`config.mk`:
```
export PLATFORM = sky130hd
export DESIGN_NAME = multilevel_ready_queue_aging
export DESIGN_NICKNAME = d
export VERILOG_FILES = /design/src/rtl/mlrq_pkg.sv /design/src/rtl/multilevel_ready_queue_aging.sv /design/src/rtl/mlrq_front.sv /design/src/rtl/mlrq_back.sv
export SDC_FILE = /design/constraint.sdc
export NUM_CORES = 2
export LEC_CHECK = 0
export CORE_UTILIZATION = 58
export DETAILED_ROUTE_END_ITERATION = 16
export DONT_BUFFER_PORTS = 1
export HOLD_SLACK_MARGIN = 0.02
export MAX_ROUTING_LAYER = met4
export PLACE_DENSITY_LB_ADDON = 0.3
export SYNTH_ARGS = -nofsm -noshare
export SYNTH_HDL_FRONTEND = slang
export SYNTH_SLANG_ARGS = --single-unit
export TNS_END_PERCENT = 10
```
`constraint.sdc`:
```
create_clock -name i_clk -period 5.3 [get_ports i_clk]
set_clock_uncertainty 0.1 [all_clocks]
set_input_delay 1.06 -clock i_clk [delete_from_list [all_inputs] [get_ports i_clk]]
set_output_delay 1.06 -clock i_clk [all_outputs]
set_load 0.03 [all_outputs]
```
`src/rtl/mlrq_pkg.sv`:
```
// Shared types, codes and constants for the multilevel ready-queue scheduler.
`timescale 1ns / 1ps
package mlrq_pkg;

    localparam int MAX_TASKS    = 64;
    localparam int TASK_W       = 6;
    localparam int LEVEL_W      = 3;
    localparam int LEVELS_DEF   = 8;
    localparam int PERIOD_W     = 16;
    localparam int PROMO_W      = 7;
    localparam int REQ_W        = 2;
    localparam int STATUS_W     = 2;

    localparam logic [PERIOD_W-1:0] AGING_RESET = 16'd8;
    localparam logic [PROMO_W-1:0]  PROMO_MAX   = 7'd127;

    localparam logic [REQ_W-1:0] REQ_ENQ  = 2'd0;
    localparam logic [REQ_W-1:0] REQ_SEL  = 2'd1;
    localparam logic [REQ_W-1:0] REQ_TICK = 2'd2;

    localparam logic [STATUS_W-1:0] ST_OK   = 2'd0;
    localparam logic [STATUS_W-1:0] ST_IDLE = 2'd1;
    localparam logic [STATUS_W-1:0] ST_DUP  = 2'd2;

    typedef enum logic [1:0] {
        OP_ENQ,
        OP_SEL,
        OP_TICK,
        OP_NOP
    } t_op;

    typedef struct packed {
        t_op               op;
        logic [TASK_W-1:0] task_num;
        logic [LEVEL_W-1:0] level;
    } t_cmd;

    typedef enum logic [3:0] {
        BK_IDLE,
        BK_ENQ,
        BK_NOP,
        BK_SEL,
        BK_SEL_WB,
        BK_T_LEVEL,
        BK_T_RD,
        BK_T_EXE,
        BK_T_APP
    } t_bk_state;

endpackage

```
`src/rtl/multilevel_ready_queue_aging.sv`:
```
// Top level of the multilevel ready-queue scheduler with aging.
//
//  channel  | direction | handshake                  | payload
//  ---------+-----------+----------------------------+------------------------------------------
//  request  | in        | i_in_valid / o_in_stall    | i_req_type, i_task_number, i_level
//  result   | out       | o_out_valid / i_out_stall  | o_chosen_task, o_status, o_promoted_count
//  config   | in        | i_cfg_wr_en (no wait)      | i_cfg_wr_data (aging period)
//
// Steps per transfer: enqueue and unknown requests are handled in their own execute state; select
// adds a next-link read state when the level holds more than one task. A tick visits each
// level; each task visit is one memory read and an execute state, plus an append if promoted.
// Reset (synchronous, active low) empties every level and the request queue and loads
// the aging period with 8; link and counter memories need no clearing.
// The two-entry request queue accepts while a stalled result holds the back end.
`timescale 1ns / 1ps
module multilevel_ready_queue_aging
    import mlrq_pkg::*;
#(
    parameter int LEVELS = LEVELS_DEF
) (
    input  logic                i_clk,
    input  logic                i_rst_n,
    input  logic                i_in_valid,
    output logic                o_in_stall,
    input  logic [REQ_W-1:0]    i_req_type,
    input  logic [TASK_W-1:0]   i_task_number,
    input  logic [LEVEL_W-1:0]  i_level,
    output logic                o_out_valid,
    input  logic                i_out_stall,
    output logic [TASK_W-1:0]   o_chosen_task,
    output logic [STATUS_W-1:0] o_status,
    output logic [PROMO_W-1:0]  o_promoted_count,
    input  logic                i_cfg_wr_en,
    input  logic [PERIOD_W-1:0] i_cfg_wr_data
);

    logic [PERIOD_W-1:0] r_aging_period;
    logic                cmd_valid;
    t_cmd                cmd;
    logic                cmd_pop;

    // aging period register
    always_ff @(posedge i_clk) begin
        if (!i_rst_n) begin
            r_aging_period <= AGING_RESET;
        end else if (i_cfg_wr_en) begin
            r_aging_period <= i_cfg_wr_data;
        end
    end

    mlrq_front #(
        .LEVELS (LEVELS)
    ) u_front (
        .i_clk         (i_clk),
        .i_rst_n       (i_rst_n),
        .i_valid       (i_in_valid),
        .o_stall       (o_in_stall),
        .i_req_type    (i_req_type),
        .i_task_number (i_task_number),
        .i_level       (i_level),
        .o_cmd_valid   (cmd_valid),
        .o_cmd         (cmd),
        .i_pop         (cmd_pop)
    );

    mlrq_back #(
        .LEVELS (LEVELS)
    ) u_back (
        .i_clk            (i_clk),
        .i_rst_n          (i_rst_n),
        .i_cmd_valid      (cmd_valid),
        .i_cmd            (cmd),
        .o_pop            (cmd_pop),
        .i_aging_period   (r_aging_period),
        .o_out_valid      (o_out_valid),
        .i_out_stall      (i_out_stall),
        .o_chosen_task    (o_chosen_task),
        .o_status         (o_status),
        .o_promoted_count (o_promoted_count)
    );

    // back end never takes from an empty queue
    a_pop_needs_cmd: assert property (@(posedge i_clk) disable iff (!i_rst_n)
        cmd_pop |-> cmd_valid)
        else $error("request popped from empty queue");

    // an idle report carries no task and no promotions
    a_idle_clean: assert property (@(posedge i_clk) disable iff (!i_rst_n)
        (o_out_valid && (o_status == ST_IDLE)) |->
            ((o_chosen_task == '0) && (o_promoted_count == '0)))
        else $error("idle result carries data");

    // a rejected enqueue carries no task and no promotions
    a_dup_clean: assert property (@(posedge i_clk) disable iff (!i_rst_n)
        (o_out_valid && (o_status == ST_DUP)) |->
            ((o_chosen_task == '0) && (o_promoted_count == '0)))
        else $error("duplicate result carries data");

    // no result straight out of reset
    a_reset_empty: assert property (@(posedge i_clk)
        !i_rst_n |=> !o_out_valid)
        else $error("result valid after reset");

endmodule

```
`src/rtl/mlrq_front.sv`:
```
// Front end: decodes incoming requests and buffers them in a two-entry queue.
`timescale 1ns / 1ps
module mlrq_front
    import mlrq_pkg::*;
#(
    parameter int LEVELS = LEVELS_DEF
) (
    input  logic               i_clk,
    input  logic               i_rst_n,
    input  logic               i_valid,
    output logic               o_stall,
    input  logic [REQ_W-1:0]   i_req_type,
    input  logic [TASK_W-1:0]  i_task_number,
    input  logic [LEVEL_W-1:0] i_level,
    output logic               o_cmd_valid,
    output t_cmd               o_cmd,
    input  logic               i_pop
);

    logic [1:0] r_count;
    logic [1:0] n_count;
    logic       r_wr;
    logic       r_rd;
    t_cmd       r_q [2];
    t_cmd       dec;
    logic       push;

    assign o_stall     = (r_count == 2'd2);
    assign push        = i_valid && !o_stall;
    assign o_cmd_valid = (r_count != 2'd0);
    assign o_cmd       = r_q[r_rd];

    always_comb begin
        dec.task_num = i_task_number;
        if (int'(i_level) >= LEVELS) begin
            dec.level = LEVEL_W'(LEVELS - 1);
        end else begin
            dec.level = i_level;
        end
        unique case (i_req_type)
            REQ_ENQ:  dec.op = OP_ENQ;
            REQ_SEL:  dec.op = OP_SEL;
            REQ_TICK: dec.op = OP_TICK;
            default:  dec.op = OP_NOP;
        endcase
    end

    always_comb begin
        n_count = r_count;
        if (push && !i_pop) begin
            n_count = r_count + 2'd1;
        end else if (!push && i_pop) begin
            n_count = r_count - 2'd1;
        end
    end

    always_ff @(posedge i_clk) begin
        if (!i_rst_n) begin
            r_count <= 2'd0;
            r_wr    <= 1'b0;
            r_rd    <= 1'b0;
        end else begin
            r_count <= n_count;
            if (push) begin
                r_wr <= !r_wr;
            end
            if (i_pop) begin
                r_rd <= !r_rd;
            end
        end
    end

    always_ff @(posedge i_clk) begin
        if (push) begin
            r_q[r_wr] <= dec;
        end
    end

endmodule

```
`src/rtl/mlrq_back.sv`:
```
// Back end: executes enqueue, select and aging tick against the level lists; other requests get an OK result.
`timescale 1ns / 1ps
module mlrq_back
    import mlrq_pkg::*;
#(
    parameter int LEVELS = LEVELS_DEF
) (
    input  logic                i_clk,
    input  logic                i_rst_n,
    input  logic                i_cmd_valid,
    input  t_cmd                i_cmd,
    output logic                o_pop,
    input  logic [PERIOD_W-1:0] i_aging_period,
    output logic                o_out_valid,
    input  logic                i_out_stall,
    output logic [TASK_W-1:0]   o_chosen_task,
    output logic [STATUS_W-1:0] o_status,
    output logic [PROMO_W-1:0]  o_promoted_count
);

    localparam int LVL_W = $clog2(LEVELS);

    t_bk_state r_state, n_state;

    // level list registers
    logic [TASK_W-1:0] r_head [LEVELS];
    logic [TASK_W-1:0] n_head [LEVELS];
    logic [TASK_W-1:0] r_tail [LEVELS];
    logic [TASK_W-1:0] n_tail [LEVELS];
    logic [LEVELS-1:0] r_nonempty, n_nonempty;
    logic [MAX_TASKS-1:0] r_queued, n_queued;
    logic [MAX_TASKS-1:0] r_moved, n_moved;

    // walk registers
    t_cmd              r_cmd, n_cmd;
    logic [LVL_W-1:0]  r_lv, n_lv;
    logic [TASK_W-1:0] r_cur, n_cur;
    logic [TASK_W-1:0] r_prev, n_prev;
    logic [TASK_W-1:0] r_nxt, n_nxt;
    logic              r_has_prev, n_has_prev;
    logic              r_last, n_last;
    logic [PROMO_W-1:0] r_count, n_count;

    // result register
    logic                r_out_valid, n_out_valid;
    logic [TASK_W-1:0]   r_chosen, n_chosen;
    logic [STATUS_W-1:0] r_status, n_status;
    logic [PROMO_W-1:0]  r_promo, n_promo;

    // memories
    logic [TASK_W-1:0]   lnk_mem [MAX_TASKS];
    logic [PERIOD_W-1:0] wc_mem  [MAX_TASKS];
    logic [TASK_W-1:0]   rd_addr;
    logic [TASK_W-1:0]   r_lnk_rdata;
    logic [PERIOD_W-1:0] r_wc_rdata;
    logic                lnk_we, wc_we;
    logic [TASK_W-1:0]   lnk_waddr, wc_waddr;
    logic [TASK_W-1:0]   lnk_wdata;
    logic [PERIOD_W-1:0] wc_wdata;

    logic              slot_free;
    logic              sel_found;
    logic [LVL_W-1:0]  sel_lv;
    logic              cur_last;
    logic [LVL_W-1:0]  enq_lv;
    logic [LVL_W-1:0]  dst_lv;

    assign slot_free = !r_out_valid || !i_out_stall;
    assign o_pop     = (r_state == BK_IDLE) && i_cmd_valid && slot_free;
    assign cur_last  = (r_cur == r_tail[r_lv]);
    assign enq_lv    = LVL_W'(r_cmd.level);
    assign dst_lv    = r_lv - LVL_W'(1);

    assign o_out_valid      = r_out_valid;
    assign o_chosen_task    = r_chosen;
    assign o_status         = r_status;
    assign o_promoted_count = r_promo;

    // lowest-numbered non-empty level (level 0 is served first)
    always_comb begin
        sel_found = 1'b0;
        sel_lv    = '0;
        for (int i = LEVELS - 1; i >= 0; i--) begin
            if (r_nonempty[i]) begin
                sel_found = 1'b1;
                sel_lv    = LVL_W'(i);
            end
        end
    end

    always_comb begin
        n_state = r_state;
        unique case (r_state)
            BK_IDLE: begin
                if (o_pop) begin
                    unique case (i_cmd.op)
                        OP_ENQ:  n_state = BK_ENQ;
                        OP_SEL:  n_state = BK_SEL;
                        OP_TICK: n_state = BK_T_LEVEL;
                        default: n_state = BK_NOP;
                    endcase
                end
            end
            BK_ENQ, BK_NOP, BK_SEL_WB: n_state = BK_IDLE;
            BK_SEL: begin
                if (sel_found && (r_head[sel_lv] != r_tail[sel_lv])) begin
                    n_state = BK_SEL_WB;
                end else begin
                    n_state = BK_IDLE;
                end
            end
            BK_T_LEVEL: begin
                if (r_lv == '0) begin
                    n_state = BK_IDLE;
                end else if (r_nonempty[r_lv]) begin
                    n_state = BK_T_RD;
                end
            end
            BK_T_RD: n_state = BK_T_EXE;
            BK_T_EXE: begin
                if (r_wc_rdata == '0) begin
                    n_state = BK_T_APP;
                end else if (cur_last) begin
                    n_state = BK_T_LEVEL;
                end else begin
                    n_state = BK_T_RD;
                end
            end
            BK_T_APP: n_state = r_last ? BK_T_LEVEL : BK_T_RD;
            default: n_state = BK_IDLE;
        endcase
    end

    always_comb begin
        n_head      = r_head;
        n_tail      = r_tail;
        n_nonempty  = r_nonempty;
        n_queued    = r_queued;
        n_moved     = r_moved;
        n_cmd       = r_cmd;
        n_lv        = r_lv;
        n_cur       = r_cur;
        n_prev      = r_prev;
        n_nxt       = r_nxt;
        n_has_prev  = r_has_prev;
        n_last      = r_last;
        n_count     = r_count;
        n_out_valid = r_out_valid && i_out_stall;
        n_chosen    = r_chosen;
        n_status    = r_status;
        n_promo     = r_promo;
        rd_addr     = r_cur;
        lnk_we      = 1'b0;
        lnk_waddr   = '0;
        lnk_wdata   = '0;
        wc_we       = 1'b0;
        wc_waddr    = '0;
        wc_wdata    = '0;
        unique case (r_state)
            BK_IDLE: begin
                if (o_pop) begin
                    n_cmd   = i_cmd;
                    n_lv    = LVL_W'(LEVELS - 1);
                    n_count = '0;
                    n_moved = '0;
                end
            end
            BK_NOP: begin
                n_out_valid = 1'b1;
                n_chosen    = '0;
                n_status    = ST_OK;
                n_promo     = '0;
            end
            BK_ENQ: begin
                n_out_valid = 1'b1;
                n_chosen    = '0;
                n_promo     = '0;
                if (r_queued[r_cmd.task_num]) begin
                    n_status = ST_DUP;
                end else begin
                    n_status = ST_OK;
                    if (r_nonempty[enq_lv]) begin
                        lnk_we    = 1'b1;
                        lnk_waddr = r_tail[enq_lv];
                        lnk_wdata = r_cmd.task_num;
                    end else begin
                        n_head[enq_lv]     = r_cmd.task_num;
                        n_nonempty[enq_lv] = 1'b1;
                    end
                    n_tail[enq_lv]            = r_cmd.task_num;
                    n_queued[r_cmd.task_num]  = 1'b1;
                    wc_we    = 1'b1;
                    wc_waddr = r_cmd.task_num;
                    wc_wdata = i_aging_period;
                end
            end
            BK_SEL: begin
                rd_addr = r_head[sel_lv];
                n_lv    = sel_lv;
                n_cur   = r_head[sel_lv];
                if (!sel_found) begin
                    n_out_valid = 1'b1;
                    n_chosen    = '0;
                    n_status    = ST_IDLE;
                    n_promo     = '0;
                end else begin
                    n_queued[r_head[sel_lv]] = 1'b0;
                    if (r_head[sel_lv] == r_tail[sel_lv]) begin
                        n_nonempty[sel_lv] = 1'b0;
                        n_out_valid = 1'b1;
                        n_chosen    = r_head[sel_lv];
                        n_status    = ST_OK;
                        n_promo     = '0;
                    end
                end
            end
            BK_SEL_WB: begin
                n_head[r_lv] = r_lnk_rdata;
                n_out_valid  = 1'b1;
                n_chosen     = r_cur;
                n_status     = ST_OK;
                n_promo      = '0;
            end
            BK_T_LEVEL: begin
                if (r_lv == '0) begin
                    n_out_valid = 1'b1;
                    n_chosen    = '0;
                    n_status    = ST_OK;
                    n_promo     = r_count;
                end else if (r_nonempty[r_lv]) begin
                    n_cur      = r_head[r_lv];
                    n_has_prev = 1'b0;
                end else begin
                    n_lv = dst_lv;
                end
            end
            BK_T_RD: begin
                rd_addr = r_cur;
            end
            BK_T_EXE: begin
                if (r_wc_rdata != '0) begin
                    wc_we      = 1'b1;
                    wc_waddr   = r_cur;
                    wc_wdata   = r_wc_rdata - PERIOD_W'(1);
                    n_prev     = r_cur;
                    n_has_prev = 1'b1;
                    if (cur_last) begin
                        n_lv = dst_lv;
                    end else begin
                        n_cur = r_lnk_rdata;
                    end
                end else begin
                    // unlink the promoted task from its level
                    if (cur_last) begin
                        if (r_has_prev) begin
                            n_tail[r_lv] = r_prev;
                        end else begin
                            n_nonempty[r_lv] = 1'b0;
                        end
                    end else if (r_has_prev) begin
                        lnk_we    = 1'b1;
                        lnk_waddr = r_prev;
                        lnk_wdata = r_lnk_rdata;
                    end else begin
                        n_head[r_lv] = r_lnk_rdata;
                    end
                    n_nxt  = r_lnk_rdata;
                    n_last = cur_last;
                end
            end
            BK_T_APP: begin
                if (r_nonempty[dst_lv]) begin
                    lnk_we    = 1'b1;
                    lnk_waddr = r_tail[dst_lv];
                    lnk_wdata = r_cur;
                end else begin
                    n_head[dst_lv]     = r_cur;
                    n_nonempty[dst_lv] = 1'b1;
                end
                n_tail[dst_lv] = r_cur;
                wc_we    = 1'b1;
                wc_waddr = r_cur;
                wc_wdata = i_aging_period;
                if (!r_moved[r_cur]) begin
                    n_moved[r_cur] = 1'b1;
                    if (r_count != PROMO_MAX) begin
                        n_count = r_count + PROMO_W'(1);
                    end
                end
                if (r_last) begin
                    n_lv = dst_lv;
                end else begin
                    n_cur = r_nxt;
                end
            end
            default: begin
                n_out_valid = r_out_valid && i_out_stall;
            end
        endcase
    end

    always_ff @(posedge i_clk) begin
        if (!i_rst_n) begin
            r_state     <= BK_IDLE;
            r_nonempty  <= '0;
            r_queued    <= '0;
            r_moved     <= '0;
            r_out_valid <= 1'b0;
        end else begin
            r_state     <= n_state;
            r_nonempty  <= n_nonempty;
            r_queued    <= n_queued;
            r_moved     <= n_moved;
            r_out_valid <= n_out_valid;
        end
    end

    always_ff @(posedge i_clk) begin
        r_head     <= n_head;
        r_tail     <= n_tail;
        r_cmd      <= n_cmd;
        r_lv       <= n_lv;
        r_cur      <= n_cur;
        r_prev     <= n_prev;
        r_nxt      <= n_nxt;
        r_has_prev <= n_has_prev;
        r_last     <= n_last;
        r_count    <= n_count;
        r_chosen   <= n_chosen;
        r_status   <= n_status;
        r_promo    <= n_promo;
    end

    always_ff @(posedge i_clk) begin
        if (lnk_we) begin
            lnk_mem[lnk_waddr] <= lnk_wdata;
        end
        r_lnk_rdata <= lnk_mem[rd_addr];
    end

    always_ff @(posedge i_clk) begin
        if (wc_we) begin
            wc_mem[wc_waddr] <= wc_wdata;
        end
        r_wc_rdata <= wc_mem[rd_addr];
    end

endmodule

```
==> impl_metrics.csv <==
group,metric,value,unit
routing,ant_nets,0,
routing,wl_met3,33410,µm
setup_path,critPathArrivalTime,5.71,ns
pwr,p_per_area,403.3,mW/mm²
routing,drt_iter0_markers,9765,
sta,slew_headroom,0.04645,
placed_design,dpl.cell_count,7895,
cells_and_area,syn_to_final_growth,12.33,%
floorplanning,core-area,0.1295,mm²
floorplanning,pin_count,49,
outcome,violations,"negative setup slack",
clock_network,h-tree-depth,4,
clock_network,cts_inserted_buffers,176,
clock_network,cts-root-buf,"clkbuf_16",
synthesis,ys_seq_area_frac,0.6760,
cells_and_area,fill_cells,9523,
routing,routed-wl-met2,103300,µm
clock_network,clkSinkCount,1764,
setup_path,cp_cell_sequence,"mux2_2 > a221o_1 > a22oi_1 > xnor2_1 > nand2_1 > nor4_4 > nor2_2 > a222oi_1 > buf_4 > buf_4 > nand2_1 > nor2_1",
setup_path,max_stage_delay,1.17,ns
routing,highest_layer,"met4",
synthesis,yosysWarningCount,0,
synthesis,synthesis.nets,6377,
synthesis,synth-edff-count,1580,
hold_path,hold_class,"primary input to flop",
hold_path,hold_start,"i_level[2]",
routing,drc_errors,0,
pwr,p_clk_frac,0.372,
setup_path,cp_slowest_cell,"a222oi_1",
floorplanning,die_y,363.1,µm
pwr,p_leak,28.35,nW
sta,finalHoldViolations,0,
setup_path,cp-startpoint,"u_back.r_lv[2]",
setup_path,end_kind,"flop",
pwr,p_seq_frac,0.473,
clock_network,clock_insertion_delay_worst_skew,0.82,ns
sta,whs,0.2336,ns
floorplanning,rows,132,
synthesis,avgSynthCellArea,11.93,µm²
setup_path,r2r-start,"u_back.r_lv[2]",
floorplanning,initial_utilization,0.5841,
global_routing,grt-ovfl-total,0,
routing,viasPerCell,6.750,
sta,grt_setup_unrepaired,"yes",
synthesis,ys_ff_latch,1764,
placed_design,place.port_buffers,0,
cells_and_area,layout-drive-gt1-share,0.1096,
synthesis,netlist_instances,6339,
clock_network,cts_hold_buf,0,
sta,fin_crit_sh,1.012,
job,cap_violations,0,
pwr,switching_share,0.2859,
cells_and_area,final_cells,8228,
clock_network,path_clk_slew,0.06,ns
routing,totalWireLength,238500,µm
placed_design,dp.final_hpwl,151800,µm
sta,fmax,186.4,MHz
global_routing,grt_max_degree,106,
synthesis,synthFlopType,"edfxtp_1",
setup_path,crit_buf_inv,2,
global_routing,grt_pass1_vias,51979,
pwr,switchingPower,9.797,mW
setup_path,crit_family,"compound AO/OA/AOI/OAI gates",
placed_design,place_congestion,1.072,
sta,setup_tns,-0.6694,ns
routing,wire_per_inst,28.99,µm
sta,finalCriticalPeriod,5.364,ns
sta,setup-violations-final,18,
synthesis,synth_cell_types,77,
global_routing,grtUsageTotal,0.3687,
global_routing,antenna_found_initial,10,
synthesis,syn_area,0.07563,mm²
synthesis,async_flop_share,0,
setup_path,cp.required,5.65,ns
outcome,status,"finished, violations left",
sta,worstMarginPinSlew,1.419,ns
setup_path,critical_path.max_fanout,14,
clock_network,clockBufferDepth,3,
pwr,irDropWorstVdd,0.3509,mV
routing,drt-met1-wl,92110,µm
cells_and_area,nNetsFinal,6371,
sta,timing.final.ws_setup,-0.06379,ns
floorplanning,die_x,363.1,µm
clock_network,cts_tree,"built",
routing,vias,55535,
global_routing,grt_first_pass_wirelength,347000,µm
setup_path,critPathLaunchType,"flop",
routing,drt-pass1-iter-count,11,
pwr,power,34.26,mW
setup_path,crit_type,"flop to flop",
pwr,combPwrFrac,0.155,
pwr,intPower,24.47,mW
sta,slew_violations,0,
floorplanning,dieArea,0.1319,mm²
-- area by class of cell --
cell class	instances	area [µm²]	share of cell area
Sequential cell	1764	51130	0.6018
Multi-Input combinational cell	4063	22900	0.2696
Clock buffer	230	4823	0.05677
Timing Repair Buffer	303	2725	0.03208
Tap cell	1742	2180	0.02566
Clock inverter	94	1087	0.01280
Inverter	25	93.84	0.001105
Antenna cell	7	17.52	0.0002062
-- cell usage after synthesis (7+ instances only) --
library cell | count | area, µm²
buf_1 | 63 | 236.5
and3_1 | 58 | 362.9
nor4_1 | 9 | 56.30
a221o_1 | 16 | 160.2
a22oi_1 | 182 | 1366
nor2_1 | 336 | 1261
o22ai_1 | 26 | 162.7
xnor2_1 | 21 | 183.9
o211ai_1 | 20 | 150.1
a222oi_1 | 59 | 590.6
a211oi_1 | 98 | 735.7
nand2b_1 | 22 | 137.6
or3_1 | 11 | 68.82
o21ai_0 | 145 | 725.7
nand2_1 | 1316 | 4940
nor3_1 | 29 | 145.1
xor2_1 | 13 | 113.9
a21oi_1 | 542 | 2713
mux2i_1 | 222 | 2222
and4_1 | 24 | 210.2
buf_2 | 63 | 315.3
nor3b_1 | 7 | 52.55
nand3_1 | 500 | 2502
nor2b_1 | 19 | 118.9
or2_2 | 10 | 62.56
mux4_2 | 20 | 450.4
a31oi_1 | 25 | 156.4
mux2_2 | 31 | 349.1
edfxtp_1 | 1580 | 47450
and2_1 | 21 | 131.4
dfxtp_1 | 184 | 3684
nand4_1 | 41 | 256.5
a32oi_1 | 126 | 1104
inv_1 | 19 | 71.32
clkbuf_1 | 359 | 1348
nand3b_1 | 15 | 112.6
-- power by group through the flow --
stage / combinational, mW / sequential (mW) / clock, mW
6_report: 5.32 / 16.2 / 12.7
5_1_grt: 5.50 / 16.2 / 13.3
4_1_cts: 5.09 / 16.2 / 12.8
3_5_place_dp: 5.06 / 16.5 / 0
3_3_place_gp: 5.03 / 16.4 / 0
2_1_floorplan: 3.08 / 16.3 / 0
-- cells in the final DEF, fill, tap and decap left out, types with 15 or more instances in the layout --
| cell type | Yosys | routed |
|---|---|---|
| a211oi_1 | 98 | 98 |
| a21oi_1 | 542 | 539 |
| a221o_1 | 16 | 15 |
| a222oi_1 | 59 | 59 |
| a22oi_1 | 182 | 182 |
| a31oi_1 | 25 | 25 |
| a32oi_1 | 126 | 126 |
| and2_1 | 21 | 21 |
| and3_1 | 58 | 58 |
| and4_1 | 24 | 24 |
| buf_12 | 0 | 36 |
| buf_4 | 1 | 267 |
| bufinv_16 | 0 | 17 |
| clkbuf_1 | 359 | 36 |
| clkbuf_16 | 0 | 180 |
| clkinv_1 | 4 | 36 |
| clkinv_2 | 0 | 19 |
| dfxtp_1 | 184 | 184 |
| edfxtp_1 | 1580 | 1580 |
| mux2_2 | 31 | 31 |
| mux2i_1 | 222 | 222 |
| mux4_2 | 20 | 20 |
| nand2_1 | 1316 | 1312 |
| nand2b_1 | 22 | 22 |
| nand3_1 | 500 | 499 |
| nand3b_1 | 15 | 15 |
| nand4_1 | 41 | 41 |
| nor2_1 | 336 | 302 |
| nor2_2 | 1 | 30 |
| nor2b_1 | 19 | 19 |
| nor3_1 | 29 | 23 |
| o211ai_1 | 20 | 20 |
| o21ai_0 | 145 | 128 |
| o21ai_4 | 0 | 16 |
| o22ai_1 | 26 | 26 |
| xnor2_1 | 21 | 21 |
-- layer usage --
| metal | global-route usage | up-vias |
|---|---|---|
| met1 | 0.5184 | 27063 |
| met3 | 0.09476 | 682 |
| met4 | 0.1352 | 0 |
| li1 | - | 23724 |
| met2 | 0.5180 | 4066 |
| met5 | - | - |
-- registers in the layout (all words and copies together) (netlist names), 7 cells and up, named ones only --
signal,cells
u_back.lnk_mem,384
u_back.r_queued,64
r_aging_period,16
u_back.r_moved,64
u_back.wc_mem,1024
u_back.r_nonempty,8
u_back.r_count,7
u_back.o_promoted_count,7
u_back.r_wc_rdata,16
u_front.r_q,22
-- worst reg2reg max path, delay by kind of cell, from the launching register on --
kind,cells,cell delay (ns)
AOI/OAI and AO/OA,3,1.71
DFF,1,0.70
xor gates and xnor gates,1,0.15
muxes,1,0.40
and+or+nand+nor,5,1.50
buffers and inverters,2,0.43
-- stage by stage --
stage                 util  setup slack [ns]  cell area (µm²)
finish              0.6561          -0.06379            84960
floorplan                -            0.3983            75630
global route        0.6561           -0.1708            84950
CTS                 0.6552            0.1437            84840
detailed placement  0.6095         0.0004392            78920
global placement    0.6095            0.1207            78920
-- cell families after synthesis --
group                      count (synthesis)  share of synthesized area
DFF                                     1764                     0.6760
adders and majority gates                  6                  0.0009925
xor gates and xnor gates                  34                   0.003937
AOI/OAI and AO/OA                       1313                     0.1124
muxes                                    273                    0.03995
and+or+nand+nor                         2437                     0.1401
buffers and inverters                    512                    0.02660
-- path summary, 6_finish.rpt --
kind,endpoint,slack [ns],cells after the start
max,u_back.lnk_mem[35][5],-0.06,12
min,u_front.r_q[1][2],0.23,0
max reg2reg,u_back.lnk_mem[35][5],-0.06,12
min reg2reg,u_back.r_moved[28],0.36,2
-- what timing repair did --
action	4_1_cts	5_1_grt
setup buffers	1	1
setup endpoints to repair	45	243
gates resized for setup	0	28
hold endpoints to repair	0	0
pin swaps	1	2
No activity file was read; power rests on OpenSTA's default activity.
